### config.mk
export PLATFORM = sky130hd
export DESIGN_NAME = bddp_div_cell
export DESIGN_NICKNAME = d
export VERILOG_FILES = /design/src/rtl/core/bddp_div_cell.sv
export SDC_FILE = /design/constraint.sdc
export NUM_CORES = 1
export LEC_CHECK = 0
export BUFFER_PORTS_ARGS = -buffer_cell sky130_fd_sc_hd__buf_2
export CELL_PAD_IN_SITES_DETAIL_PLACEMENT = 0
export CELL_PAD_IN_SITES_GLOBAL_PLACEMENT = 1
export CORE_UTILIZATION = 36
export CTS_BUF_LIST = sky130_fd_sc_hd__clkbuf_4
export CTS_CLUSTER_SIZE = 10
export DETAILED_ROUTE_END_ITERATION = 8
export PLACE_DENSITY_LB_ADDON = 0.1
export SYNTH_ARGS = -nofsm -noshare
export SYNTH_HDL_FRONTEND = slang
export SYNTH_SLANG_ARGS = --single-unit
### constraint.sdc
create_clock -name clk -period 3.3 [get_ports clk]
set_input_delay 0.66 -clock clk [delete_from_list [all_inputs] [get_ports clk]]
set_output_delay 0.66 -clock clk [all_outputs]
set_load 0.01 [all_outputs]
### src/rtl/core/bddp_div_cell.sv
// One quotient bit of a restoring division chain.
module bddp_div_cell #(
	parameter int DW = 50,
	parameter int QW = 18,
	parameter int TW = 2
) (
	input  logic          clk,
	input  logic          en,
	input  logic [DW-1:0] rem_i,
	input  logic [DW-1:0] den_i,
	input  logic [QW-1:0] num_i,
	input  logic [QW-1:0] quo_i,
	input  logic [TW-1:0] tag_i,
	output logic [DW-1:0] rem_q,
	output logic [DW-1:0] den_q,
	output logic [QW-1:0] num_q,
	output logic [QW-1:0] quo_q,
	output logic [TW-1:0] tag_q
);
	logic [DW:0] t_c;
	logic [DW:0] diff_c;
	logic        ge_c;

	always_comb begin
		t_c    = {rem_i, num_i[QW-1]};
		diff_c = t_c - {1'b0, den_i};
		ge_c   = t_c >= {1'b0, den_i};
	end

	always_ff @(posedge clk) begin
		if (en) begin
			rem_q <= ge_c ? diff_c[DW-1:0] : t_c[DW-1:0];
			den_q <= den_i;
			num_q <= {num_i[QW-2:0], 1'b0};
			quo_q <= {quo_i[QW-2:0], ge_c};
			tag_q <= tag_i;
		end
	end

endmodule

==> flow_summary.yaml <==
setup_path:
  crit_chain: "buf_2 -> inv_1 -> ha_1 -> inv_1 -> fa_1 -> a211oi_2 -> o211ai_1 -> nand4_1 -> a21oi_1 -> or3_1 -> a211o_2 -> a211oi_2 -> xor2_1 -> o21ai_1"
  cp_max_fo: 6
  cp_slowest_cell: "fa_1"
  path_class: "input port to flop"
  cp-start-kind: "input port"
  arrival_ns: 3.51
  crit_buf_inv: 3
  slowest_delay_ns: 0.43
  critPathTopFamily: "compound AO/OA/AOI/OAI gates"
  cp.required_ns: 3.65
  endpoint_kind: "flop"
drt:
  met1_length_um: 10500
  drtIter0Drc: 321
  wl_um: 22700
  avgRoutedWirePerCell_um: 16.2
  drtPass1Iterations: 5
  met3_wirelength_um: 1780
  drc: 0
  vias: 6786
  topRoutingLayerUsed: "met5"
  viasPerCell: 4.83
  ant_nets: 0
  met2_length_um: 10100
die:
  core-area_mm2: 0.0212
  initial_utilization_pct: 37.1
  die_y_um: 150
  boundaryPins: 278
  die_area_mm2: 0.0225
  die_w_um: 150
  num_rows: 53
clock_network:
  cts_sinks: 137
  clkTransAtPathRegs_ns: 0.16
  cts_tree: "built"
  cts_buffers: 17
  cts_max_level: 4
  postCtsSetupRepairBufs: 0
  cts_root_buffer: "clkbuf_4"
  clockBufferDepth: 2
timing:
  grt_setup_unrepaired: "no"
  finalCriticalPeriod_ns: 3.16
  setup_viol_count_final: 0
  slew_headroom_pct: 59.8
  final.setup.tns_ns: 0
  tightest_slew_ns: 0.598
  fmax_mhz: 316
  hold_viol: 0
  period_share_pct: 95.9
  slew_viol_final: 0
global_routing:
  first_global_vias: 6546
  grt_use_total_pct: 20.2
  grt_pass1_wl_um: 34600
  antenna_found_initial: 4
  grt_max_degree: 49
  overflow: 0
power:
  finalPower_mw: 4.82
  pwr-share-comb_pct: 29.2
  p_int_mw: 3.21
  p_sw_mw: 1.61
  p_sw_share_pct: 33.5
  p_leak_nw: 4.89
  p_per_area_mw_per_mm2: 452
  seqPwrFrac_pct: 45.6
  power_frac_clock_pct: 25.3
  vdd_drop_max_uv: 190
logic_synthesis:
  synth-edff-count: 137
  async_reset_ff_share_pct: 0
  ys_seq_elements: 137
  synth_area_per_cell_um2: 10.7
  yosysWarnings: 0
  syn_area_mm2: 0.00788
  ys.flop_type: "edfxtp_1"
  synth-seq-area-share_pct: 52.2
  synth_cell_types: 71
  syn-num-nets: 924
  syn_inst: 733
final_layout:
  fillCellCount: 2068
  drive_gt1_share_pct: 39.4
  syn_to_final_growth_pct: 35.2
  layout_common_cells: "buf_2, edfxtp_1, buf_4, nand2_1, o21ai_0"
  final_core_util_pct: 50.2
  final_common_cell: "buf_2"
  nets: 1305
place:
  dpl.hpwl_um: 18100
  gp_congestion: 0.846
  numPortBuffers: 275
worst_hold_path:
  hold_class: "input port to flop"
job:
  cap_violations: 0
status:
  status: "finished clean"
[path summary, 6_finish.rpt]
kind	end	from	depth (start not counted)	slack, ns
max	rem_q[48]	num_i[17]	14	0.14
min	tag_q[1]	tag_i[1]	1	0.25
[stage by stage]
step                      setup slack [ns]  hold WS (ns)  std cells  area (µm²)
final                                0.135         0.247       1404       10600
after global routing                0.0216         0.188       1403       10600
after CTS                            0.140         0.203       1402       10600
after detailed placement            -0.491         0.839       1370       10300
after global placement              -0.490         0.836       1370       10300
after floorplan                     0.0115         0.759        733        7880
[synthesized netlist by cell type, drive strengths merged, types with 2 or more instances]
| cell type | count | area share [%] |
|---|---|---|
| a21oi | 65 | 4.2 |
| a211o | 3 | 0.35 |
| a311oi | 2 | 0.22 |
| nor2 | 25 | 1.2 |
| o21ai | 74 | 4.8 |
| nand2b | 4 | 0.32 |
| nand3 | 14 | 0.89 |
| clkbuf | 11 | 0.65 |
| xnor2 | 22 | 2.4 |
| nor4 | 6 | 0.48 |
| a21o | 22 | 2.1 |
| buf | 14 | 1.3 |
| and2 | 6 | 0.52 |
| or3b | 2 | 0.22 |
| xor2 | 20 | 2.2 |
| nor4b | 3 | 0.49 |
| or3 | 3 | 0.24 |
| o211ai | 7 | 0.67 |
| nand2 | 85 | 4.1 |
| nor3 | 9 | 0.57 |
| and3 | 9 | 0.78 |
| o2111ai | 2 | 0.44 |
| nor2b | 2 | 0.16 |
| o21a | 3 | 0.29 |
| a31oi | 7 | 0.56 |
| ha | 50 | 7.9 |
| edfxtp | 137 | 52 |
| o21bai | 12 | 1.1 |
| a21boi | 4 | 0.38 |
| inv | 65 | 3.1 |
| nand4 | 14 | 1.1 |
| mux2 | 5 | 0.76 |
| a211oi | 4 | 0.44 |
[what timing repair did]
item                                   4_1_cts  5_1_grt
setup endpoints to repair                    0        4
hold buffers                                 0        0
endpoints found under the hold margin        0        0
gates resized for setup                      0        3
[sequential cells by signal (all words and copies together) (netlist names)]
signal / flops
den_q: 50
rem_q: 50
quo_q: 18
num_q: 17
tag_q: 2
[layout make-up]
| cell class | count | area (µm²) | area share (%) |
|---|---|---|---|
| sequential | 137 | 4110 | 38.6 |
| multi-input combinational | 505 | 3370 | 31.6 |
| timing repair buffer | 388 | 2270 | 21.3 |
| tap | 275 | 344 | 3.23 |
| inverter | 65 | 244 | 2.29 |
| clock inverter | 15 | 179 | 1.68 |
| clock buffer | 17 | 128 | 1.20 |
| antenna | 2 | 5.00 | 0.0470 |
[power groups by stage]
stage / Combinational, mW / Clock (mW) / Sequential (mW)
2_1_floorplan: 0.636 / 0 / 2.35
3_3_place_gp: 1.40 / 0 / 2.23
3_5_place_dp: 1.41 / 0 / 2.24
4_1_cts: 1.42 / 1.27 / 2.20
5_1_grt: 1.56 / 1.33 / 2.21
6_report: 1.40 / 1.22 / 2.20
[metal layers]
layer  vias to the layer above  global-route usage [%]
li1                       3460                       -
met1                      3081                    26.9
met2                       221                    32.2
met3                        20                    5.24
met4                         4                    5.86
met5                         -                       0
[cell families (layout without fill, tap and decap cells)]
| kind of cell | Yosys count | after routing | synth area share (%) |
|---|---|---|---|
| xor+xnor | 42 | 42 | 4.67 |
| mux | 6 | 6 | 0.889 |
| flops | 137 | 137 | 52.2 |
| fa+ha+maj | 51 | 51 | 8.20 |
| buf+inv | 91 | 485 | 5.16 |
| compound gates | 216 | 216 | 17.0 |
| other cells | 1 | 3 | 0.0476 |
| simple gates | 189 | 189 | 11.8 |
(Power assumes the default switching activity.)
