<file path="config.mk">
export PLATFORM = sky130hd
export DESIGN_NAME = bddp_back
export DESIGN_NICKNAME = d
export VERILOG_FILES = /design/src/rtl/core/bddp_pkg.sv /design/src/rtl/core/bddp_back.sv
export SDC_FILE = /design/constraint.sdc
export NUM_CORES = 2
export LEC_CHECK = 0
export BUFFER_PORTS_ARGS = -buffer_cell sky130_fd_sc_hd__buf_2
export CAP_MARGIN = 20
export CORE_UTILIZATION = 49
export CTS_CLUSTER_DIAMETER = 200
export DETAILED_ROUTE_END_ITERATION = 6
export PLACE_DENSITY = 0.64
export SYNTH_ARGS = -nofsm -noshare
export SYNTH_HDL_FRONTEND = slang
export SYNTH_SLANG_ARGS = --single-unit
</file>
<file path="constraint.sdc">
create_clock -name clk -period 22.6 [get_ports clk]
set_input_delay 2.26 -clock clk [delete_from_list [all_inputs] [get_ports clk]]
set_output_delay 2.26 -clock clk [all_outputs]
set_load 0.03 [all_outputs]
</file>
<file path="src/rtl/core/bddp_pkg.sv">
// Shared types and constants for the box distance/direction priority block.
package bddp_pkg;

	localparam int CoordW  = 32;
	localparam int HeadW   = 16;
	localparam int OffW    = 33;
	localparam int SqW     = 64;
	localparam int ProdW   = 49;
	localparam int SumW    = 66;
	localparam int DotW    = 51;
	localparam int MagW    = 50;
	localparam int RootW   = 50;
	localparam int RadW    = 2 * RootW;
	localparam int RemW    = 52;
	localparam int QuoW    = 18;
	localparam int RadiusW = 31;
	localparam int WeightW = 17;
	localparam int PrioW   = 17;
	localparam int IndexW  = 3;
	localparam int CfgDataW = 32;

	// Remap constants: a = p + 2^32 + 98304, result = floor(a / 196608)
	localparam int        AccW     = 38;
	localparam logic [AccW-1:0] RemapBias = AccW'(64'd4295065600);
	localparam logic [AccW-1:0] HalfStep  = AccW'(98304);
	localparam logic [AccW-1:0] SatLimit  = AccW'(64'd12884901888);
	localparam logic [19:0] Recip3   = 20'd699051;
	localparam int          Recip3Sh = 21;
	localparam logic [WeightW-1:0] WeightOne = WeightW'(65536);
	localparam logic [PrioW-1:0]   PrioOne   = PrioW'(65536);

	typedef enum logic [IndexW-1:0] {
		REG_USE_DIST    = 3'd0,
		REG_USE_DIR     = 3'd1,
		REG_DIST_WEIGHT = 3'd2,
		REG_DIR_WEIGHT  = 3'd3,
		REG_FLATTEN_Z   = 3'd4,
		REG_MAX_RADIUS  = 3'd5
	} cfg_reg_t;

	typedef struct packed {
		logic               use_dist;
		logic               use_dir;
		logic [WeightW-1:0] dist_w;
		logic [WeightW-1:0] dir_w;
		logic               flatten_z;
		logic [RadiusW-1:0] radius;
	} cfg_t;

	// first field in the highest bits
	typedef struct packed {
		logic signed [HeadW-1:0]  heading_z;
		logic signed [HeadW-1:0]  heading_y;
		logic signed [HeadW-1:0]  heading_x;
		logic signed [CoordW-1:0] box_max_z;
		logic signed [CoordW-1:0] box_max_y;
		logic signed [CoordW-1:0] box_max_x;
		logic signed [CoordW-1:0] box_min_z;
		logic signed [CoordW-1:0] box_min_y;
		logic signed [CoordW-1:0] box_min_x;
		logic signed [CoordW-1:0] source_z;
		logic signed [CoordW-1:0] source_y;
		logic signed [CoordW-1:0] source_x;
	} item_t;

	typedef struct packed {
		logic [RadW-1:0]  rad;
		logic [RemW-1:0]  rem;
		logic [RootW-1:0] root;
		logic [MagW-1:0]  mag;
		logic             neg;
	} sqrt_t;

endpackage

</file>
<file path="src/rtl/core/bddp_back.sv">
// Back stages: weight the terms, sum, remap by (p+1)/3 and saturate.
module bddp_back (
	input  logic                          clk,
	input  logic                          en,
	input  bddp_pkg::cfg_t                cfg,
	input  logic [bddp_pkg::QuoW-1:0]     cos_q,
	input  logic                          root_zero,
	input  logic                          cos_neg,
	input  logic [bddp_pkg::QuoW-1:0]     close_q,
	input  logic                          far,
	output logic [bddp_pkg::PrioW-1:0]    prio_s3
);
	import bddp_pkg::*;

	logic [WeightW-1:0] wd_c, wr_c, close_c;
	logic [QuoW-1:0]    cosm_c;
	logic [33:0]        t1_s1;
	logic [34:0]        t2_s1;
	logic               neg_s1;
	logic [AccW-1:0]    acc_c;
	logic               lo_s2, sat_s2;
	logic [17:0]        x_s2;
	logic [37:0]        prod_c;

	always_comb begin
		wd_c    = cfg.dist_w[WeightW-1] ? WeightOne : cfg.dist_w;
		wr_c    = cfg.dir_w[WeightW-1] ? WeightOne : cfg.dir_w;
		close_c = far ? '0 : close_q[WeightW-1:0];
		cosm_c  = root_zero ? '0 : cos_q;
	end

	always_ff @(posedge clk) begin
		if (en) begin
			t1_s1  <= cfg.use_dist ? close_c * wd_c : '0;
			t2_s1  <= cfg.use_dir ? cosm_c * wr_c : '0;
			neg_s1 <= cos_neg;
		end
	end

	// acc = p + 2^32 + 98304; p < -2^32 (low clamp) shows as acc below the half step
	always_comb begin
		if (neg_s1) begin
			acc_c = RemapBias + AccW'(t1_s1) - AccW'(t2_s1);
		end else begin
			acc_c = RemapBias + AccW'(t1_s1) + AccW'(t2_s1);
		end
	end

	always_ff @(posedge clk) begin
		if (en) begin
			lo_s2  <= acc_c[AccW-1] || (acc_c < HalfStep);
			sat_s2 <= !acc_c[AccW-1] && (acc_c >= SatLimit);
			x_s2   <= acc_c[33:16];
		end
	end

	assign prod_c = x_s2 * Recip3;

	always_ff @(posedge clk) begin
		if (en) begin
			if (lo_s2) begin
				prio_s3 <= '0;
			end else if (sat_s2) begin
				prio_s3 <= PrioOne;
			end else begin
				prio_s3 <= prod_c[Recip3Sh +: PrioW];
			end
		end
	end

endmodule
</file>
==> results_dict.tcl <==
set metrics [dict create \
    seq_area_frac_synth_pct 10.2 \
    core_area_um2 63400 \
    dieHeight_um 256 \
    wl_per_cell_um 17.4 \
    final.setup.tns_ns 0 \
    num_vias 23666 \
    synth_mux_area_share_pct 0.0950 \
    cts_hold_buffers 0 \
    viasPerCell 5.31 \
    relSlewSlack_pct 21.2 \
    path_class "primary input to flop" \
    row_count 92 \
    crit_path_start_kind "primary input" \
    globalplace.congestion 0.934 \
    synthCells 3600 \
    fin_nets 4691 \
    maxSlewViolCount 0 \
    worstHoldStart "lo_s2" \
    clk_pin_slew_ns 0.08 \
    cts_made_buffers 9 \
    fill_cells 5992 \
    initial_core_util_pct 49.8 \
    final_core_util_pct 52.4 \
    final_common_cell "inv_1" \
    status "completed" \
    async_reset_ff_share_pct 0 \
    finalNonFillerCells 4461 \
    endpoint_kind "flop" \
    slowest_stage "a2111oi_0" \
    cts_root_buf "clkbuf_16" \
    synthXorXnorAreaFrac_pct 2.41 \
    synth_enable_flop_cells 107 \
    clockBufferDepth 2 \
    drcViolationCount 0 \
    num_antenna_cells 0 \
    timing.hold.ws_ns 0.747 \
    finalSetupViolCount 0 \
    avgSynthCellArea_um2 8.78 \
    drv_cap 0 \
    syn_to_final_growth_pct 5.19 \
    reg2reg_depth 23 \
    cts_resized 0 \
    worstSkewPairLatency_ns 0.38 \
    max_freq_mhz 94.9 \
    wl_um 77500 \
    synth_top_family_by_area "adder cells" \
    slowest_delay_ns 0.89 \
    worst_pin_slew_ns 1.18 \
    path_buf_inv 5 \
    grt_pass1_vias 24326 \
    grt_max_degree 57 \
    synthesis.area_um2 31600 \
    synth-compound-area-share_pct 8.01 \
    die-area_um2 65500 \
    grt_pass1_wl_um 127000 \
    ctsHtreeMaxLevel 3 \
    path_common_cell "fa_1" \
    r2r-end "prio_s3[14]" \
    die_x_um 256 \
    hold_path.class "flop to flop" \
    boundaryPins 126 \
    crit_path_start "cfg[48]" \
    io_buffer_count 92 \
    endpoint "t2_s1[33]" \
    track_usage_pct 24.5 \
    synth_fa_ha_area_share_pct 51.8 \
    timing.final.crit_share_pct 46.6 \
    rr_startpoint "x_s2[5]" \
    cts_tree "yes" \
    place_hpwl_um 64700 \
    ys_ff_latch 107 \
    drtPass1Iterations 5 \
    dp.cells 4444 \
    synth-simple-area-share_pct 16.4 \
    final_cell_mix "inv_1, fa_1, ha_1" \
    critPathTopFamily "adder cells" \
    cts.sinks 107 \
    final.min_clock_period_ns 10.54 \
    drtIter0Drc 1439 \
    reg2reg_slack_ns 15.52 \
    grt_setup_unrepaired "false" \
    critPathArrivalTime_ns 10.67 \
    skew_ns 0.0144 \
    required_ns 22.73 \
    syn_nets 4681 \
    ant_nets 0 \
    overflow 0 \
    synthFlopType "edfxtp_1" \
    final_layout_size_suffix_gt1_share_pct 4.62 \
    grt_antenna_before_repair 0 \
    worst-path-max-fanout 50 \
    synthDistinctLibCells 80 \
    path_depth 26 \
    hold_viol 0 \
    post_cts_buffers 0 \
    ys_warn_count 0 \
]
final cells by class:
type / count / area [um2] / area share [%]
clock buffer: 9 / 225 / 0.678
multi-input combinational: 2563 / 24900 / 74.8
inverter: 800 / 3000 / 9.04
clock inverter: 7 / 115 / 0.346
tap: 846 / 1060 / 3.18
timing repair buffer: 129 / 744 / 2.24
sequential: 107 / 3210 / 9.67
per-layer routing:
layer	global-route usage [%]	routed length [um]	vias to the layer above
met1	33.7	34000	11735
met2	41.2	36800	651
met3	3.37	4880	123
met5	0	0	-
li1	-	-	11157
met4	5.37	1770	0
worst min-delay path: stages (launching register included):
cell and delay (ns):
edfxtp_1 0.40, a21oi_1 0.06, o41ai_1 0.06, a21oi_1 0.07
through the flow:
step                      setup WS [ns]  cell area (um2)
final                             12.06            33200
after global routing              11.63            33200
after CTS                         12.16            33200
after detailed placement          11.78            32900
after global placement            11.84            32900
after floorplan                   13.50            31600
cell usage after synthesis, types with 14 or more instances:
library cell | instances | area (um2)
xor2_1 | 33 | 289
edfxtp_1 | 107 | 3210
o21bai_1 | 15 | 113
xnor2_1 | 54 | 473
nand3_1 | 31 | 155
clkbuf_1 | 120 | 450
a21o_1 | 41 | 308
o21a_1 | 22 | 165
a21oi_1 | 106 | 531
inv_1 | 799 | 3000
nand2b_1 | 87 | 544
ha_1 | 410 | 5130
o21ai_0 | 58 | 290
nor2b_1 | 88 | 551
and2_1 | 63 | 394
a211oi_1 | 14 | 105
nor3_1 | 29 | 145
nor2_1 | 335 | 1260
fa_1 | 562 | 11300
and3_1 | 20 | 125
nand2_1 | 398 | 1490
registers in the layout, summed over array words and instances (netlist names):
name / cells
t1_s1: 34
lo_s2: 1
x_s2: 18
prio_s3: 17
sat_s2: 1
neg_s1: 1
t2_s1: 35
how the worst min path moves through the flow:
stage	end	slack, ns	cells past startpoint
finish	prio_s3[16]	0.75	3
floorplan	prio_s3[16]	0.62	3
CTS	prio_s3[16]	0.75	3
detailed placement	prio_s3[16]	0.76	3
global route	prio_s3[16]	0.80	3
global placement	prio_s3[16]	0.75	3
cells by family (layout without fill, tap and decap cells):
| logic type | count (synthesis) | count (layout) |
|---|---|---|
| AND/OR/NAND/NOR | 1120 | 1120 |
| adder cells (fa/ha/maj) | 972 | 972 |
| buffers and inverters | 930 | 945 |
| AO/OA/AOI/OAI | 381 | 381 |
| flip-flops | 107 | 107 |
| XOR/XNOR | 87 | 87 |
| multiplexers | 3 | 3 |
Power is not shown: default switching activity piles up to over one toggle a cycle in this logic, so the estimate is an artifact.
