### src/rtl/core/bddp_pkg.sv
// Shared types and constants for the box distance/direction priority block.
package bddp_pkg;

	localparam int CoordW  = 32;
	localparam int HeadW   = 16;
	localparam int OffW    = 33;
	localparam int SqW     = 64;
	localparam int ProdW   = 49;
	localparam int SumW    = 66;
	localparam int DotW    = 51;
	localparam int MagW    = 50;
	localparam int RootW   = 50;
	localparam int RadW    = 2 * RootW;
	localparam int RemW    = 52;
	localparam int QuoW    = 18;
	localparam int RadiusW = 31;
	localparam int WeightW = 17;
	localparam int PrioW   = 17;
	localparam int IndexW  = 3;
	localparam int CfgDataW = 32;

	// Remap constants: a = p + 2^32 + 98304, result = floor(a / 196608)
	localparam int        AccW     = 38;
	localparam logic [AccW-1:0] RemapBias = AccW'(64'd4295065600);
	localparam logic [AccW-1:0] HalfStep  = AccW'(98304);
	localparam logic [AccW-1:0] SatLimit  = AccW'(64'd12884901888);
	localparam logic [19:0] Recip3   = 20'd699051;
	localparam int          Recip3Sh = 21;
	localparam logic [WeightW-1:0] WeightOne = WeightW'(65536);
	localparam logic [PrioW-1:0]   PrioOne   = PrioW'(65536);

	typedef enum logic [IndexW-1:0] {
		REG_USE_DIST    = 3'd0,
		REG_USE_DIR     = 3'd1,
		REG_DIST_WEIGHT = 3'd2,
		REG_DIR_WEIGHT  = 3'd3,
		REG_FLATTEN_Z   = 3'd4,
		REG_MAX_RADIUS  = 3'd5
	} cfg_reg_t;

	typedef struct packed {
		logic               use_dist;
		logic               use_dir;
		logic [WeightW-1:0] dist_w;
		logic [WeightW-1:0] dir_w;
		logic               flatten_z;
		logic [RadiusW-1:0] radius;
	} cfg_t;

	// first field in the highest bits
	typedef struct packed {
		logic signed [HeadW-1:0]  heading_z;
		logic signed [HeadW-1:0]  heading_y;
		logic signed [HeadW-1:0]  heading_x;
		logic signed [CoordW-1:0] box_max_z;
		logic signed [CoordW-1:0] box_max_y;
		logic signed [CoordW-1:0] box_max_x;
		logic signed [CoordW-1:0] box_min_z;
		logic signed [CoordW-1:0] box_min_y;
		logic signed [CoordW-1:0] box_min_x;
		logic signed [CoordW-1:0] source_z;
		logic signed [CoordW-1:0] source_y;
		logic signed [CoordW-1:0] source_x;
	} item_t;

	typedef struct packed {
		logic [RadW-1:0]  rad;
		logic [RemW-1:0]  rem;
		logic [RootW-1:0] root;
		logic [MagW-1:0]  mag;
		logic             neg;
	} sqrt_t;

endpackage

### src/rtl/core/bddp_sqrt_cell.sv
// One root bit of the digit-by-digit square root chain.
module bddp_sqrt_cell (
	input  logic            clk,
	input  logic            en,
	input  bddp_pkg::sqrt_t a,
	output bddp_pkg::sqrt_t y
);
	import bddp_pkg::*;

	logic [RemW-1:0] cur_c;
	logic [RemW-1:0] trial_c;
	logic            ge_c;

	always_comb begin
		cur_c   = {a.rem[RemW-3:0], a.rad[RadW-1 -: 2]};
		trial_c = {a.root[RemW-3:0], 2'b01};
		ge_c    = cur_c >= trial_c;
	end

	always_ff @(posedge clk) begin
		if (en) begin
			y.rad  <= {a.rad[RadW-3:0], 2'b00};
			y.rem  <= ge_c ? cur_c - trial_c : cur_c;
			y.root <= {a.root[RootW-2:0], ge_c};
			y.mag  <= a.mag;
			y.neg  <= a.neg;
		end
	end

endmodule

### config.mk
export PLATFORM = sky130hd
export DESIGN_NAME = bddp_sqrt_cell
export DESIGN_NICKNAME = d
export VERILOG_FILES = /design/src/rtl/core/bddp_pkg.sv /design/src/rtl/core/bddp_sqrt_cell.sv
export SDC_FILE = /design/constraint.sdc
export NUM_CORES = 1
export LEC_CHECK = 0
export ABC_AREA = 1
export BUFFER_PORTS_ARGS = -buffer_cell sky130_fd_sc_hd__buf_2
export CAP_MARGIN = 20
export CORE_AREA = 2 2 197 199
export CTS_BUF_LIST = sky130_fd_sc_hd__clkbuf_16
export CTS_CLUSTER_DIAMETER = 30
export DETAILED_ROUTE_END_ITERATION = 12
export DIE_AREA = 0 0 199 201
export MAX_ROUTING_LAYER = met4
export PLACE_DENSITY_LB_ADDON = 0.1
export SETUP_SLACK_MARGIN = 0.3
export SYNTH_ARGS = -nofsm -noshare
export SYNTH_HDL_FRONTEND = slang
export SYNTH_SLANG_ARGS = --single-unit
### constraint.sdc
create_clock -name clk -period 2.6 [get_ports clk]
set_input_delay 0.13 -clock clk [delete_from_list [all_inputs] [get_ports clk]]
set_output_delay 0.13 -clock clk [all_outputs]
set_load 0.005 [all_outputs]
==> results of run 1 <==
==> critical path, cell delays in order <==
cell and delay, ns:
sky130_fd_sc_hd__dlygate4sd3_1 0.53, sky130_fd_sc_hd__buf_2 0.11, sky130_fd_sc_hd__inv_1 0.04, sky130_fd_sc_hd__ha_1 0.34
sky130_fd_sc_hd__nand2_1 0.11, sky130_fd_sc_hd__nor2_1 0.31, sky130_fd_sc_hd__nand2_1 0.13, sky130_fd_sc_hd__nor2_1 0.12
sky130_fd_sc_hd__nand2_1 0.08, sky130_fd_sc_hd__nand3b_1 0.21, sky130_fd_sc_hd__nand2_1 0.14, sky130_fd_sc_hd__nand2_1 0.08
sky130_fd_sc_hd__nand2_1 0.04, sky130_fd_sc_hd__nand3_1 0.11, sky130_fd_sc_hd__nand2_1 0.05
==> power by group through the flow <==
stage / clock, mW / combinational, mW / sequential, mW
after detailed placement: 0 / 2.21 / 5.07
final: 7.47 / 2.75 / 5.02
after global placement: 0 / 2.20 / 5.08
after floorplan: 0 / 0.994 / 5.13
after global routing: 7.77 / 3.01 / 5.05
after CTS: 7.57 / 2.54 / 5.02
==> metrics by stage <==
stage          worst slack [ns]  instance area [um^2]  hold WS [ns]  utilization (%)
2_1_floorplan             0.657                 13200         0.229                -
3_3_place_gp              0.140                 16400         0.307             43.1
3_5_place_dp              0.174                 16400         0.308             43.1
4_1_cts                   0.304                 21000         0.132             55.0
5_1_grt                   0.243                 21700         0.205             56.9
6_report                  0.392                 21700         0.174             56.9
==> Yosys cell counts <==
cell type                  count
sky130_fd_sc_hd__xnor2_1       1
sky130_fd_sc_hd__buf_4         5
sky130_fd_sc_hd__nand3_1      58
sky130_fd_sc_hd__nor4_1        2
sky130_fd_sc_hd__or2_1         1
sky130_fd_sc_hd__ha_1         52
sky130_fd_sc_hd__clkbuf_1      6
sky130_fd_sc_hd__xor2_1       27
sky130_fd_sc_hd__nand2_1     496
sky130_fd_sc_hd__a21oi_1      32
sky130_fd_sc_hd__o21ai_2      20
sky130_fd_sc_hd__clkinv_1      2
sky130_fd_sc_hd__nand3_2       1
sky130_fd_sc_hd__and2_1        2
sky130_fd_sc_hd__nand2_2       2
sky130_fd_sc_hd__nand3_4       1
sky130_fd_sc_hd__inv_1       303
sky130_fd_sc_hd__nand3b_1     15
sky130_fd_sc_hd__inv_2        12
sky130_fd_sc_hd__conb_1        1
sky130_fd_sc_hd__edfxtp_1    251
sky130_fd_sc_hd__nor2_4        1
sky130_fd_sc_hd__buf_6         5
sky130_fd_sc_hd__o21bai_1      5
sky130_fd_sc_hd__nor3_2        1
sky130_fd_sc_hd__nor3_1        6
sky130_fd_sc_hd__nor2_1       82
sky130_fd_sc_hd__a21o_1        1
sky130_fd_sc_hd__o21a_1        2
sky130_fd_sc_hd__a21oi_4       1
sky130_fd_sc_hd__o21ai_1       7
sky130_fd_sc_hd__nor2_2        4
sky130_fd_sc_hd__o21ai_0       5
sky130_fd_sc_hd__nand4_1      35
==> worst paths after layout <==
path,startpoint,to,slack (ns)
setup / recovery,a[58],y[138]$_DFFE_PP_,0.39
hold / removal,a[135],y[137]$_DFFE_PP_,0.17
==> layout by cell type, fill, tap and decap left out, types with 3 or more instances in the layout <==
master	instances
sky130_fd_sc_hd__a21oi_1	27
sky130_fd_sc_hd__a21oi_2	5
sky130_fd_sc_hd__buf_12	5
sky130_fd_sc_hd__buf_2	502
sky130_fd_sc_hd__buf_4	18
sky130_fd_sc_hd__bufinv_16	11
sky130_fd_sc_hd__clkbuf_16	62
sky130_fd_sc_hd__clkinv_1	10
sky130_fd_sc_hd__clkinv_2	15
sky130_fd_sc_hd__clkinvlp_4	4
sky130_fd_sc_hd__dlygate4sd3_1	251
sky130_fd_sc_hd__dlymetal6s4s_1	3
sky130_fd_sc_hd__edfxtp_1	251
sky130_fd_sc_hd__ha_1	18
sky130_fd_sc_hd__ha_2	12
sky130_fd_sc_hd__ha_4	22
sky130_fd_sc_hd__inv_1	308
sky130_fd_sc_hd__inv_2	15
sky130_fd_sc_hd__nand2_1	470
sky130_fd_sc_hd__nand2_2	25
sky130_fd_sc_hd__nand2_4	3
sky130_fd_sc_hd__nand3_1	53
sky130_fd_sc_hd__nand3_2	6
sky130_fd_sc_hd__nand3b_1	15
sky130_fd_sc_hd__nand4_1	35
sky130_fd_sc_hd__nor2_1	63
sky130_fd_sc_hd__nor2_2	18
sky130_fd_sc_hd__nor2_4	6
sky130_fd_sc_hd__nor3_1	4
sky130_fd_sc_hd__o21ai_0	5
sky130_fd_sc_hd__o21ai_1	7
sky130_fd_sc_hd__o21ai_2	20
sky130_fd_sc_hd__o21bai_1	5
sky130_fd_sc_hd__xor2_1	27
==> logic make-up after synthesis <==
| group | after synthesis | synth area share (%) |
|---|---|---|
| other cells | 1 | 0.0285 |
| buf+inv | 333 | 9.93 |
| fa+ha+maj | 52 | 4.95 |
| compound gates | 73 | 3.59 |
| flops | 251 | 57.3 |
| xor+xnor | 28 | 1.86 |
| simple gates | 707 | 22.3 |
==> metal layers <==
metal | vias to the layer above | routed length [um]
li1 | 6274 | -
met4 | 0 | 2430
met2 | 415 | 25500
met5 | - | 0
met3 | 109 | 3570
met1 | 5940 | 23000
==> cell type report <==
cell class / count / share of cell area [%]
Multi-Input combinational cell: 862 / 22.3
Clock inverter: 48 / 2.56
Inverter: 317 / 5.48
Sequential cell: 251 / 34.7
Timing Repair Buffer: 787 / 25.3
Antenna cell: 2 / 0.0231
Tap cell: 518 / 2.99
Clock buffer: 58 / 6.69
==> what timing repair did <==
| action | CTS | global route |
|---|---|---|
| resized for setup | 0 | 111 |
| hold endpoints to repair | 293 | 3 |
| buffers inserted | 0 | 5 |
| hold buffers | 251 | 3 |
| setup endpoints to repair | 0 | 53 |
==> impl_results.html, run 1 <==
<table>
<tr><th>Metric</th><th>Value</th></tr>
<tr><th colspan="2">Floorplan</th></tr>
<tr><td>Die Width</td><td>199 um</td></tr>
<tr><td>Starting utilization of the core area</td><td>34.5%</td></tr>
<tr><td>Overall die area</td><td>40000 um^2</td></tr>
<tr><td>Site Rows</td><td>72</td></tr>
<tr><td>Area inside the core boundary</td><td>38100 um^2</td></tr>
<tr><td># IOs</td><td>508</td></tr>
<tr><td>Die boundary height</td><td>201 um</td></tr>
<tr><th colspan="2">Power and ir drop</th></tr>
<tr><td>Internal power contribution</td><td>11.2 mW</td></tr>
<tr><td>Static leakage power</td><td>10.6 nW</td></tr>
<tr><td>Proportion of power drawn by the clock network</td><td>49.0%</td></tr>
<tr><td>Combinational cell fraction of total power</td><td>18.0%</td></tr>
<tr><td>Sw Pwr</td><td>4.00 mW</td></tr>
<tr><td>IR Drop Worst-Case VDD</td><td>539 uV</td></tr>
<tr><td>Power density over the cells</td><td>702 nW/um^2</td></tr>
<tr><td>Switching share of total power</td><td>26.3%</td></tr>
<tr><td>Total design power</td><td>15.2 mW</td></tr>
<tr><td>Reg power frac</td><td>32.9%</td></tr>
<tr><th colspan="2">Layout</th></tr>
<tr><td>Largest register FFs</td><td>251</td></tr>
<tr><td>Register cell area after layout</td><td>7540 um^2</td></tr>
<tr><td>Share of layout cells above drive strength 1</td><td>32.7%</td></tr>
<tr><td>Nets</td><td>2583</td></tr>
<tr><td>Fill cell total of the finished layout</td><td>3477</td></tr>
<tr><td>Largest reg by FF count</td><td>y</td></tr>
<tr><td>Area growth from synthesis to layout</td><td>65.0%</td></tr>
<tr><td>Regs by FF count</td><td>y x251</td></tr>
<tr><td>Area occupied by multi-input gates</td><td>4830 um^2</td></tr>
<tr><td>Final non-filler cell total</td><td>2843</td></tr>
<tr><th colspan="2">Yosys</th></tr>
<tr><td>Cell area after technology mapping</td><td>13200 um^2</td></tr>
<tr><td>Leading cell types by total area after synthesis</td><td>sky130_fd_sc_hd__edfxtp_1, sky130_fd_sc_hd__nand2_1, sky130_fd_sc_hd__inv_1</td></tr>
<tr><td>Mapped Cells</td><td>1445</td></tr>
<tr><td>Yosys warning count</td><td>0</td></tr>
<tr><td>Cell taking the most area after synthesis</td><td>sky130_fd_sc_hd__edfxtp_1</td></tr>
<tr><td>Area share of the leading cell type in the synthesized netlist</td><td>57.3%</td></tr>
<tr><td>Synth unique cells</td><td>34</td></tr>
<tr><td>Sequential cell area fraction in the yosys report</td><td>57.3%</td></tr>
<tr><td>Average size of a mapped cell</td><td>9.10 um^2</td></tr>
<tr><td>Yosys reg bits</td><td>251</td></tr>
<tr><th colspan="2">Hold path</th></tr>
<tr><td>Hold Path Stages</td><td>5</td></tr>
<tr><td>Kind of path behind the tightest hold check</td><td>input pin to register</td></tr>
<tr><th colspan="2">Timing</th></tr>
<tr><td>Number of max-slew violations in the final report</td><td>0</td></tr>
<tr><td>Setup TNS</td><td>0 ns</td></tr>
<tr><td>Max Clk Rate</td><td>453 MHz</td></tr>
<tr><td>Crit share post-route</td><td>84.9%</td></tr>
<tr><td>Min Clock Period, post-route</td><td>2.21 ns</td></tr>
<tr><td>Number of endpoints with negative hold slack in the final report</td><td>0</td></tr>
<tr><td>Setup violators final</td><td>0</td></tr>
<tr><td>RSZ-0062 raised after global routing</td><td>yes</td></tr>
<tr><th colspan="2">Global routing</th></tr>
<tr><td>Sum of overflow across all layers after global routing</td><td>0</td></tr>
<tr><td>Global routing met2 resource utilization</td><td>43.8%</td></tr>
<tr><td>GRT met1 Usage</td><td>32.6%</td></tr>
<tr><td>Combined global-route utilization of all metal layers</td><td>27.1%</td></tr>
<tr><td>Maximum number of pins on one net before global-route repair</td><td>74</td></tr>
<tr><td>First-pass GRT wire length</td><td>78200 um</td></tr>
<tr><td>Layer with the highest usage after global routing</td><td>met2</td></tr>
<tr><td>Via count of the first global-routing pass</td><td>13143</td></tr>
<tr><td>Number of antenna violations at the first check in global routing</td><td>2</td></tr>
<tr><td>Met3 Use GR</td><td>5.65%</td></tr>
<tr><th colspan="2">Route</th></tr>
<tr><td>Avg WL per Cell</td><td>19.1 um</td></tr>
<tr><td>DR vias</td><td>12738</td></tr>
<tr><td>Overall routed net length</td><td>54400 um</td></tr>
<tr><td>Post-route DRC violation count</td><td>0</td></tr>
<tr><td>Detailed-route vias per instance</td><td>4.48</td></tr>
<tr><td>1st-iter DRT viols</td><td>690</td></tr>
<tr><td>Number of nets with antenna violations after detailed routing</td><td>0</td></tr>
<tr><td>TritonRoute pass-1 iters</td><td>5</td></tr>
<tr><th colspan="2">Clock tree</th></tr>
<tr><td>Clk sink count</td><td>251</td></tr>
<tr><td>Clock root cell</td><td>sky130_fd_sc_hd__clkbuf_16</td></tr>
<tr><td>TritonCTS clock tree</td><td>yes</td></tr>
<tr><td>Maximum number of buffers from clock root to sink</td><td>3</td></tr>
<tr><td>Total CTS buffers</td><td>57</td></tr>
<tr><td>H-Tree Depth</td><td>2</td></tr>
<tr><td>Clock edge transition at the registers on the reported setup and hold paths</td><td>0.04 ns</td></tr>
<tr><th colspan="2">Setup path</th></tr>
<tr><td>Critical path capture point type</td><td>register</td></tr>
<tr><td>Critical path launch point type</td><td>input pin</td></tr>
<tr><td>Highest net fanout along the worst path</td><td>4</td></tr>
<tr><td>Arrival time of the worst setup path</td><td>2.55 ns</td></tr>
<tr><td>Required time of the critical path</td><td>2.94 ns</td></tr>
<tr><td>Worst Path Class, Setup</td><td>input pin to register</td></tr>
<tr><th colspan="2">Status</th></tr>
<tr><td>Run status</td><td>finished, final reports clean</td></tr>
<tr><th colspan="2">Run</th></tr>
<tr><td>Max-capacitance violation count</td><td>0</td></tr>
<tr><th colspan="2">Place</th></tr>
<tr><td>PortBufs</td><td>503</td></tr>
<tr><td>Cell count after placement</td><td>2471</td></tr>
<tr><td>Placer congestion estimate</td><td>0.896</td></tr>
<tr><td>Sum of net half-perimeters after detailed placement</td><td>40700 um</td></tr>
</table>
Note: power is estimated with default switching activity, not from simulation.
==> inputs of run 2 (changes only) <==
==> constraint.sdc (replaced) <==
create_clock -name clk -period 2.3 [get_ports clk]
set_input_delay 0.115 -clock clk [delete_from_list [all_inputs] [get_ports clk]]
set_output_delay 0.115 -clock clk [all_outputs]
set_load 0.005 [all_outputs]
==> run 2 against run 1 <==
The flow now finishes with violations (negative hold slack). First-iteration DRC count grew 0.29%. Utilization shrank 0.35 points. Worst setup slack gained 0.16 ns. Worst hold slack lost 0.24 ns. Wire length grew 0.17%. Design area shrank 0.62%. Combinational power grew 11%. Clock power grew 7.5%. Highest routed layer unchanged.
==> impl_results.html, run 2 (synthesized netlist as in run 1, its figures left out) <==
<table>
<tr><th>Metric</th><th>Value</th></tr>
<tr><th colspan="2">Layout</th></tr>
<tr><td>Register cell area after layout</td><td>7540 um^2 (unchanged)</td></tr>
<tr><td>Area growth from synthesis to layout</td><td>63.9% (was 65.0%)</td></tr>
<tr><td>Regs by FF count</td><td>y x251 (unchanged)</td></tr>
<tr><td>Area occupied by multi-input gates</td><td>4310 um^2 (was 4830 um^2)</td></tr>
<tr><td>Most common library cell in the layout ignoring fill and taps</td><td>sky130_fd_sc_hd__buf_2 (unchanged)</td></tr>
<tr><td>Share of layout cells above drive strength 1</td><td>31.2% (was 32.7%)</td></tr>
<tr><td>Fill cell total of the finished layout</td><td>3529 (was 3477)</td></tr>
<tr><td>Largest register FFs</td><td>251 (unchanged)</td></tr>
<tr><td>Total non-filler cell area in the finished layout</td><td>21600 um^2 (was 21700 um^2)</td></tr>
<tr><td>Core occupancy in the finished layout</td><td>56.6% (was 56.9%)</td></tr>
<tr><td>Largest reg by FF count</td><td>y (unchanged)</td></tr>
<tr><td>Commonest cells after routing, fill and taps aside</td><td>sky130_fd_sc_hd__buf_2, sky130_fd_sc_hd__nand2_1, sky130_fd_sc_hd__inv_1 (unchanged)</td></tr>
<tr><td>Nets</td><td>2657 (was 2583)</td></tr>
<tr><th colspan="2">Floorplan</th></tr>
<tr><td>Starting utilization of the core area</td><td>34.5% (unchanged)</td></tr>
<tr><td># IOs</td><td>508 (unchanged)</td></tr>
<tr><td>Die boundary height</td><td>201 um (unchanged)</td></tr>
<tr><td>Overall die area</td><td>40000 um^2 (unchanged)</td></tr>
<tr><td>Die Width</td><td>199 um (unchanged)</td></tr>
<tr><td>Area inside the core boundary</td><td>38100 um^2 (unchanged)</td></tr>
<tr><td>Site Rows</td><td>72 (unchanged)</td></tr>
<tr><th colspan="2">Global routing</th></tr>
<tr><td>Number of antenna violations at the first check in global routing</td><td>6 (was 2)</td></tr>
<tr><td>Combined global-route utilization of all metal layers</td><td>27.9% (was 27.1%)</td></tr>
<tr><td>Sum of overflow across all layers after global routing</td><td>0 (unchanged)</td></tr>
<tr><td>Via count of the first global-routing pass</td><td>13326 (was 13143)</td></tr>
<tr><td>First-pass GRT wire length</td><td>80200 um (was 78200 um)</td></tr>
<tr><td>Maximum number of pins on one net before global-route repair</td><td>65 (was 74)</td></tr>
<tr><th colspan="2">Timing</th></tr>
<tr><td>RSZ-0062 raised after global routing</td><td>no (was yes)</td></tr>
<tr><td>Setup TNS</td><td>0 ns (unchanged)</td></tr>
<tr><td>Max Clk Rate</td><td>572 MHz</td></tr>
<tr><td>Crit share post-route</td><td>76.0%</td></tr>
<tr><td>Final-layout worst hold slack</td><td>-0.0641 ns (was 0.174 ns)</td></tr>
<tr><td>Setup violators final</td><td>0 (unchanged)</td></tr>
<tr><td>Min Clock Period, post-route</td><td>1.75 ns</td></tr>
<tr><td>Number of endpoints with negative hold slack in the final report</td><td>1 (was 0)</td></tr>
<tr><td>Number of max-slew violations in the final report</td><td>0 (unchanged)</td></tr>
<tr><th colspan="2">Clock tree</th></tr>
<tr><td>Clock root cell</td><td>sky130_fd_sc_hd__clkbuf_16 (unchanged)</td></tr>
<tr><td>H-Tree Depth</td><td>2 (unchanged)</td></tr>
<tr><td>Post-cts resize count</td><td>0 (unchanged)</td></tr>
<tr><td>Total CTS buffers</td><td>55 (was 57)</td></tr>
<tr><td>Post CTS Setup Buffer Count</td><td>0 (unchanged)</td></tr>
<tr><td>Hold-fix buffers at CTS</td><td>250 (was 251)</td></tr>
<tr><td>Maximum number of buffers from clock root to sink</td><td>3 (unchanged)</td></tr>
<tr><td>Clk sink count</td><td>251 (unchanged)</td></tr>
<tr><td>Clock edge transition at the registers on the reported setup and hold paths</td><td>0.04 ns (about the same)</td></tr>
<tr><td>TritonCTS clock tree</td><td>yes (unchanged)</td></tr>
<tr><th colspan="2">Place</th></tr>
<tr><td>Placer congestion estimate</td><td>0.896 (about the same)</td></tr>
<tr><td>Post-DP Area</td><td>17100 um^2 (was 16400 um^2)</td></tr>
<tr><td>Sum of net half-perimeters after detailed placement</td><td>41700 um (was 40700 um)</td></tr>
<tr><td>PortBufs</td><td>503 (unchanged)</td></tr>
<tr><th colspan="2">Setup path</th></tr>
<tr><td>Critical path launch point type</td><td>input pin (unchanged)</td></tr>
<tr><td>Critical path capture point type</td><td>register (unchanged)</td></tr>
<tr><td>Worst Path Class, Setup</td><td>input pin to register (unchanged)</td></tr>
<tr><td>Arrival time of the worst setup path</td><td>2.08 ns (was 2.55 ns)</td></tr>
<tr><td>Required time of the critical path</td><td>2.64 ns (was 2.94 ns)</td></tr>
<tr><td>Highest net fanout along the worst path</td><td>4 (unchanged)</td></tr>
<tr><th colspan="2">Route</th></tr>
<tr><td>1st-iter DRT viols</td><td>692 (was 690)</td></tr>
<tr><td>Post-route DRC violation count</td><td>0 (unchanged)</td></tr>
<tr><td>Overall routed net length</td><td>54500 um (was 54400 um)</td></tr>
<tr><td>TritonRoute pass-1 iters</td><td>5 (unchanged)</td></tr>
<tr><td>Number of nets with antenna violations after detailed routing</td><td>0 (unchanged)</td></tr>
<tr><td>DR vias</td><td>12869 (was 12738)</td></tr>
<tr><td>Detailed-route vias per instance</td><td>4.41 (was 4.48)</td></tr>
<tr><td>Avg WL per Cell</td><td>18.7 um (was 19.1 um)</td></tr>
<tr><th colspan="2">Status</th></tr>
<tr><td>Violations in the final reports</td><td>negative hold slack</td></tr>
<tr><td>Run status</td><td>finished with violations (was finished, final reports clean)</td></tr>
<tr><th colspan="2">Power and ir drop</th></tr>
<tr><td>IR Drop Worst-Case VDD</td><td>671 uV (was 539 uV)</td></tr>
<tr><td>Power density over the cells</td><td>777 nW/um^2 (was 702 nW/um^2)</td></tr>
<tr><td>Static leakage power</td><td>10.8 nW (was 10.6 nW)</td></tr>
<tr><th colspan="2">Run</th></tr>
<tr><td>Max-capacitance violation count</td><td>0 (unchanged)</td></tr>
<tr><th colspan="2">Hold path</th></tr>
<tr><td>Kind of path behind the tightest hold check</td><td>input pin to register (unchanged)</td></tr>
</table>
## run 2: layout make-up
cell class                 instances  share of cell area (%)
antenna                            7                  0.0812
clock buffer                      56                    6.50
clock inverter                    46                    2.37
inverter                         317                    5.52
multi-input combinational        862                    20.0
sequential                       251                    35.0
tap                              518                    3.01
timing repair buffer             863                    27.6
## run 2: final timing paths
check,end,cells after the start,start
worst max-delay path,y[150]$_DFFE_PP_,14,a[57]
worst min-delay path,y[101]$_DFFE_PP_,3,a[251]
## run 2: stage by stage
stage | setup slack [ns] | cells | power, mW
after floorplan | 0.372 | 1446 | 6.93
after global placement | -0.0504 | 2561 | 8.44
after detailed placement | -0.0610 | 2561 | 8.45
after CTS | 0.559 | 2913 | 16.9
after global routing | 0.368 | 2919 | 17.5
final | 0.552 | 2920 | 16.7
## run 2: layer usage
layer | share of wire (%) | GRT usage, % | vias up
li1 | - | - | 6436
met2 | 48 | 46.2 | 422
met3 | 6.0 | 5.83 | 107
met1 | 43 | 33.4 | 5904
met5 | 0 | - | -
met4 | 3.7 | 10.7 | 0
## run 2: worst max-delay path, cell delays in order
cell	delay [ns]
sky130_fd_sc_hd__buf_2	0.09
sky130_fd_sc_hd__inv_1	0.04
sky130_fd_sc_hd__ha_1	0.34
sky130_fd_sc_hd__nand2_1	0.11
sky130_fd_sc_hd__nor2_1	0.24
sky130_fd_sc_hd__nand3_1	0.11
sky130_fd_sc_hd__nand3_1	0.26
sky130_fd_sc_hd__nand2_1	0.09
sky130_fd_sc_hd__nand2_1	0.23
sky130_fd_sc_hd__nand2_1	0.19
sky130_fd_sc_hd__nand3_1	0.11
sky130_fd_sc_hd__nand2_1	0.05
sky130_fd_sc_hd__nand3_1	0.06
sky130_fd_sc_hd__nand2_1	0.06
## run 2: report_power, final
group	switching [mW]	internal, mW	leakage, nW
sequential	0.116	5.55	2.45
combinational	1.67	1.38	7.45
clock	2.68	5.35	0.946
total	4.48	12.3	10.8
==> inputs of run 3 (changes only) <==
--- a/config.mk
+++ b/config.mk
@@ -5,14 +5,14 @@
 export SDC_FILE = /design/constraint.sdc
 export NUM_CORES = 1
 export LEC_CHECK = 0
-export ABC_AREA = 1
+export ABC_AREA = 0
 export BUFFER_PORTS_ARGS = -buffer_cell sky130_fd_sc_hd__buf_2
 export CAP_MARGIN = 20
-export CORE_AREA = 2 2 197 199
+export CORE_AREA = 2 2 200 202
 export CTS_BUF_LIST = sky130_fd_sc_hd__clkbuf_16
 export CTS_CLUSTER_DIAMETER = 30
 export DETAILED_ROUTE_END_ITERATION = 12
-export DIE_AREA = 0 0 199 201
+export DIE_AREA = 0 0 202 204
 export MAX_ROUTING_LAYER = met4
 export PLACE_DENSITY_LB_ADDON = 0.1
 export SETUP_SLACK_MARGIN = 0.3
==> constraint.sdc (replaced) <==
create_clock -name clk -period 1.4 [get_ports clk]
set_input_delay 0.07 -clock clk [delete_from_list [all_inputs] [get_ports clk]]
set_output_delay 0.07 -clock clk [all_outputs]
set_load 0.005 [all_outputs]
==> run 3 against run 2 <==
The flow finishes with violations (negative setup slack). Clock power increased by 88%. Cell count decreased by 14%. Synthesized cell count down 39%. First-iteration DRC count fell by 28%. Non-clock buffer count increased by 135. Worst setup slack got worse by 1.4 ns. Die area is 3.0% higher. Utilization is essentially flat. Sequential power grew 65%.
==> impl_results.html, run 3 <==
<table>
<tr><th>Metric</th><th>Value</th></tr>
<tr><th colspan="2">Route</th></tr>
<tr><td>Met1 WL</td><td>18500 um (was 23300 um)</td></tr>
<tr><td>Detailed-route vias per instance</td><td>4.47 (was 4.41)</td></tr>
<tr><td>1st-iter DRT viols</td><td>496 (was 692)</td></tr>
<tr><td>Overall routed net length</td><td>47100 um (was 54500 um)</td></tr>
<tr><td>Post-route DRC violation count</td><td>0 (unchanged)</td></tr>
<tr><td>Routed wl met3</td><td>3080 um (was 3290 um)</td></tr>
<tr><td>Met2 layer wire length in the routed design</td><td>23500 um (was 25900 um)</td></tr>
<tr><td>Top layer reached by signal wires</td><td>met4 (unchanged)</td></tr>
<tr><td>DR vias</td><td>11186 (was 12869)</td></tr>
<tr><td>Number of nets with antenna violations after detailed routing</td><td>0 (unchanged)</td></tr>
<tr><td>TritonRoute pass-1 iters</td><td>5 (unchanged)</td></tr>
<tr><td>Avg WL per Cell</td><td>18.8 um (was 18.7 um)</td></tr>
<tr><th colspan="2">Layout</th></tr>
<tr><td>Largest reg by FF count</td><td>y (unchanged)</td></tr>
<tr><td>Area growth from synthesis to layout</td><td>90.4% (was 63.9%)</td></tr>
<tr><td>Largest register FFs</td><td>251 (unchanged)</td></tr>
<tr><td>Final non-filler cell total</td><td>2503 (was 2920)</td></tr>
<tr><td>Regs by FF count</td><td>y x251 (unchanged)</td></tr>
<tr><td>Fill cell total of the finished layout</td><td>3389 (was 3529)</td></tr>
<tr><td>Share of layout cells above drive strength 1</td><td>48.3% (was 31.2%)</td></tr>
<tr><td>Most common library cell in the layout ignoring fill and taps</td><td>sky130_fd_sc_hd__buf_2 (unchanged)</td></tr>
<tr><td>Commonest cells after routing, fill and taps aside</td><td>sky130_fd_sc_hd__buf_2, sky130_fd_sc_hd__dlygate4sd3_1, sky130_fd_sc_hd__edfxtp_1 (was sky130_fd_sc_hd__buf_2, sky130_fd_sc_hd__nand2_1, sky130_fd_sc_hd__inv_1)</td></tr>
<tr><td>Nets</td><td>2220 (was 2657)</td></tr>
<tr><td>Core occupancy in the finished layout</td><td>56.6% (about the same)</td></tr>
<tr><th colspan="2">Setup path</th></tr>
<tr><td>Cell family with most CP delay</td><td>simple AND/OR/NAND/NOR gates (unchanged)</td></tr>
<tr><td>Crit-path slowest cell</td><td>sky130_fd_sc_hd__a221o_1 (was sky130_fd_sc_hd__ha_1)</td></tr>
<tr><td>Critical path capture point type</td><td>register (unchanged)</td></tr>
<tr><td>Arrival time of the worst setup path</td><td>2.55 ns (was 2.08 ns)</td></tr>
<tr><td>Worst Path Class, Setup</td><td>input pin to register (unchanged)</td></tr>
<tr><td>Highest net fanout along the worst path</td><td>8 (was 4)</td></tr>
<tr><td>CP bufs+invs</td><td>6 (was 2)</td></tr>
<tr><td>Required time of the critical path</td><td>1.70 ns (was 2.64 ns)</td></tr>
<tr><td>Critical path launch point type</td><td>input pin (unchanged)</td></tr>
<tr><td>Sequence of cells on the critical path</td><td>buf_12, inv_12, ha_4, buf_6, nand4_1, buf_4, nor4_4, nand4_1, nand2_1, nor2_1, a221o_1, a21o_4, clkinv_8, buf_12, mux2_4 (was buf_2, inv_1, ha_1, nand2_1, nor2_1, nand3_1, nand3_1, nand2_1, nand2_1, nand2_1, nand3_1, nand2_1, nand3_1, nand2_1)</td></tr>
<tr><td>Largest stage delay on the critical path</td><td>0.34 ns (about the same)</td></tr>
<tr><th colspan="2">Yosys</th></tr>
<tr><td>Area share of the leading cell type in the synthesized netlist</td><td>64.7% (was 57.3%)</td></tr>
<tr><td>Mapped Cells</td><td>880 (was 1445)</td></tr>
<tr><td>Cell taking the most area after synthesis</td><td>sky130_fd_sc_hd__edfxtp_1 (unchanged)</td></tr>
<tr><td>Sequential cell area fraction in the yosys report</td><td>64.7% (was 57.3%)</td></tr>
<tr><td>Number of synthesized flops with an enable pin</td><td>251 (unchanged)</td></tr>
<tr><td>Most common cell in the synthesized netlist</td><td>sky130_fd_sc_hd__edfxtp_1 (was sky130_fd_sc_hd__nand2_1)</td></tr>
<tr><td>Synth unique cells</td><td>59 (was 34)</td></tr>
<tr><td>Average size of a mapped cell</td><td>13.2 um^2 (was 9.10 um^2)</td></tr>
<tr><td>Async set-reset flop share out of synthesis</td><td>0% (unchanged)</td></tr>
<tr><td>Yosys reg bits</td><td>251 (unchanged)</td></tr>
<tr><td>Most used flip-flop cell after synthesis</td><td>sky130_fd_sc_hd__edfxtp_1 (unchanged)</td></tr>
<tr><td>Cell area after technology mapping</td><td>11700 um^2 (was 13200 um^2)</td></tr>
<tr><td>Leading post-synthesis cells by instance count</td><td>sky130_fd_sc_hd__edfxtp_1, sky130_fd_sc_hd__nand2_1, sky130_fd_sc_hd__a21oi_1, sky130_fd_sc_hd__inv_1, sky130_fd_sc_hd__o21ai_0 (was sky130_fd_sc_hd__nand2_1, sky130_fd_sc_hd__inv_1, sky130_fd_sc_hd__edfxtp_1, sky130_fd_sc_hd__nor2_1, sky130_fd_sc_hd__nand3_1)</td></tr>
<tr><td>Yosys warning count</td><td>0 (unchanged)</td></tr>
<tr><td>Leading cell types by total area after synthesis</td><td>sky130_fd_sc_hd__edfxtp_1, sky130_fd_sc_hd__ha_1, sky130_fd_sc_hd__a21oi_1 (was sky130_fd_sc_hd__edfxtp_1, sky130_fd_sc_hd__nand2_1, sky130_fd_sc_hd__inv_1)</td></tr>
<tr><th colspan="2">Place</th></tr>
<tr><td>PortBufs</td><td>503 (unchanged)</td></tr>
<tr><td>Cell count after placement</td><td>2104 (was 2561)</td></tr>
<tr><td>Sum of net half-perimeters after detailed placement</td><td>34600 um (was 41700 um)</td></tr>
<tr><td>Placer congestion estimate</td><td>0.861 (was 0.896)</td></tr>
<tr><th colspan="2">Clock tree</th></tr>
<tr><td>Clk sink count</td><td>251 (unchanged)</td></tr>
<tr><td>Clock root cell</td><td>sky130_fd_sc_hd__clkbuf_16 (unchanged)</td></tr>
<tr><td>Clock edge transition at the registers on the reported setup and hold paths</td><td>0.05 ns (was 0.04 ns)</td></tr>
<tr><td>H-Tree Depth</td><td>3 (was 2)</td></tr>
<tr><td>Maximum number of buffers from clock root to sink</td><td>3 (unchanged)</td></tr>
<tr><td>Total CTS buffers</td><td>71 (was 55)</td></tr>
<tr><td>TritonCTS clock tree</td><td>yes (unchanged)</td></tr>
<tr><th colspan="2">Timing</th></tr>
<tr><td>Setup TNS</td><td>-39.62 ns (was 0 ns)</td></tr>
<tr><td>Number of endpoints with negative hold slack in the final report</td><td>0 (was 1)</td></tr>
<tr><td>Final setup slack of the worst path</td><td>-0.854 ns (was 0.552 ns)</td></tr>
<tr><td>Crit share post-route</td><td>161%</td></tr>
<tr><td>Number of max-slew violations in the final report</td><td>0 (unchanged)</td></tr>
<tr><td>Setup violators final</td><td>53 (was 0)</td></tr>
<tr><td>Min Clock Period, post-route</td><td>2.25 ns</td></tr>
<tr><td>Max Clk Rate</td><td>444 MHz</td></tr>
<tr><td>RSZ-0062 raised after global routing</td><td>yes (was no)</td></tr>
<tr><th colspan="2">Run</th></tr>
<tr><td>Max-capacitance violation count</td><td>0 (unchanged)</td></tr>
<tr><th colspan="2">Global routing</th></tr>
<tr><td>Combined global-route utilization of all metal layers</td><td>22.7% (was 27.9%)</td></tr>
<tr><td>Maximum number of pins on one net before global-route repair</td><td>55 (was 65)</td></tr>
<tr><td>Via count of the first global-routing pass</td><td>11780 (was 13326)</td></tr>
<tr><td>First-pass GRT wire length</td><td>68600 um (was 80200 um)</td></tr>
<tr><td>Sum of overflow across all layers after global routing</td><td>0 (unchanged)</td></tr>
<tr><td>Number of antenna violations at the first check in global routing</td><td>9 (was 6)</td></tr>
<tr><th colspan="2">Floorplan</th></tr>
<tr><td>Area inside the core boundary</td><td>39200 um^2 (was 38100 um^2)</td></tr>
<tr><td>Die boundary height</td><td>204 um (was 201 um)</td></tr>
<tr><td># IOs</td><td>508 (unchanged)</td></tr>
<tr><td>Starting utilization of the core area</td><td>29.7% (was 34.5%)</td></tr>
<tr><td>Overall die area</td><td>41200 um^2 (was 40000 um^2)</td></tr>
<tr><td>Die Width</td><td>202 um (was 199 um)</td></tr>
<tr><td>Site Rows</td><td>73 (was 72)</td></tr>
<tr><th colspan="2">Power and ir drop</th></tr>
<tr><td>IR Drop Worst-Case VDD</td><td>843 uV (was 671 uV)</td></tr>
<tr><td>Static leakage power</td><td>10.0 nW (was 10.8 nW)</td></tr>
<tr><td>Total design power</td><td>29.9 mW (was 16.7 mW)</td></tr>
<tr><td>Power density over the cells</td><td>1350 nW/um^2 (was 777 nW/um^2)</td></tr>
<tr><th colspan="2">Hold path</th></tr>
<tr><td>Kind of path behind the tightest hold check</td><td>input pin to register (unchanged)</td></tr>
<tr><th colspan="2">Status</th></tr>
<tr><td>Run status</td><td>finished with violations (unchanged)</td></tr>
<tr><td>Violations in the final reports</td><td>negative setup slack (was negative hold slack)</td></tr>
</table>
==> run 3: per-stage QoR <==
stage	hold slack (ns)	worst slack [ns]	instance area, um^2
6_report	0.0616	-0.854	22200
5_1_grt	0.0844	-0.950	22200
4_1_cts	0.0336	-0.812	21900
3_5_place_dp	0.248	-1.65	16700
3_3_place_gp	0.247	-1.68	16700
2_1_floorplan	0.169	-1.09	11900
==> run 3: worst min-delay path: stages <==
cell and delay, ns:
sky130_fd_sc_hd__buf_2 0.13, sky130_fd_sc_hd__inv_1 0.05, sky130_fd_sc_hd__ha_1 0.11, sky130_fd_sc_hd__o21ai_0 0.09
==> run 3: worst paths after layout <==
path	from	to	slack, ns	depth (start not counted)
worst min-delay path	a[251]	y[102]$_DFFE_PP_	0.06	4
worst max-delay path	a[56]	y[132]$_DFFE_PP_	-0.85	15
==> run 3: logic make-up after synthesis <==
family,Yosys count,share of synthesized area [%]
AO/OA/AOI/OAI,215,11.5
XOR/XNOR,49,3.68
adder cells (fa/ha/maj),52,5.58
buffers and inverters,104,4.10
flip-flops,251,64.7
multiplexers,26,3.11
other,1,0.0322
AND/OR/NAND/NOR,182,7.35
==> run 3: where the power goes <==
group,internal [mW],total (mW),switching [mW]
Sequential,9.14,9.37,0.233
Clock,10.0,15.1,5.07
Combinational,3.01,5.49,2.48
==> run 3: repair_timing <==
| item | CTS | global route |
|---|---|---|
| hold endpoints to repair | 266 | 0 |
| gates resized for setup | 106 | 42 |
| pin swaps | 9 | 18 |
| endpoints found under the setup margin | 304 | 304 |
| gates cloned | 0 | 1 |
| hold buffers | 251 | 0 |
| setup buffers | 6 | 3 |
==> run 3: routing by layer <==
metal  up-vias  global-route usage [%]
li1       5373                       -
met3        79                    6.25
met1      5320                    24.9
met4         0                    11.5
met5         -                       -
met2       414                    37.9
==> run 3: area by class of cell <==
cell class                      count  area [um^2]  area share (%)
Clock inverter                     59          500            2.26
Multi-Input combinational cell    526         4100            18.5
Antenna cell                        8         20.0          0.0902
Clock buffer                       71         1780            8.01
Inverter                           65          274            1.24
Sequential cell                   251         7540            34.0
Tap cell                          525          657            2.96
Timing Repair Buffer              998         7310            33.0
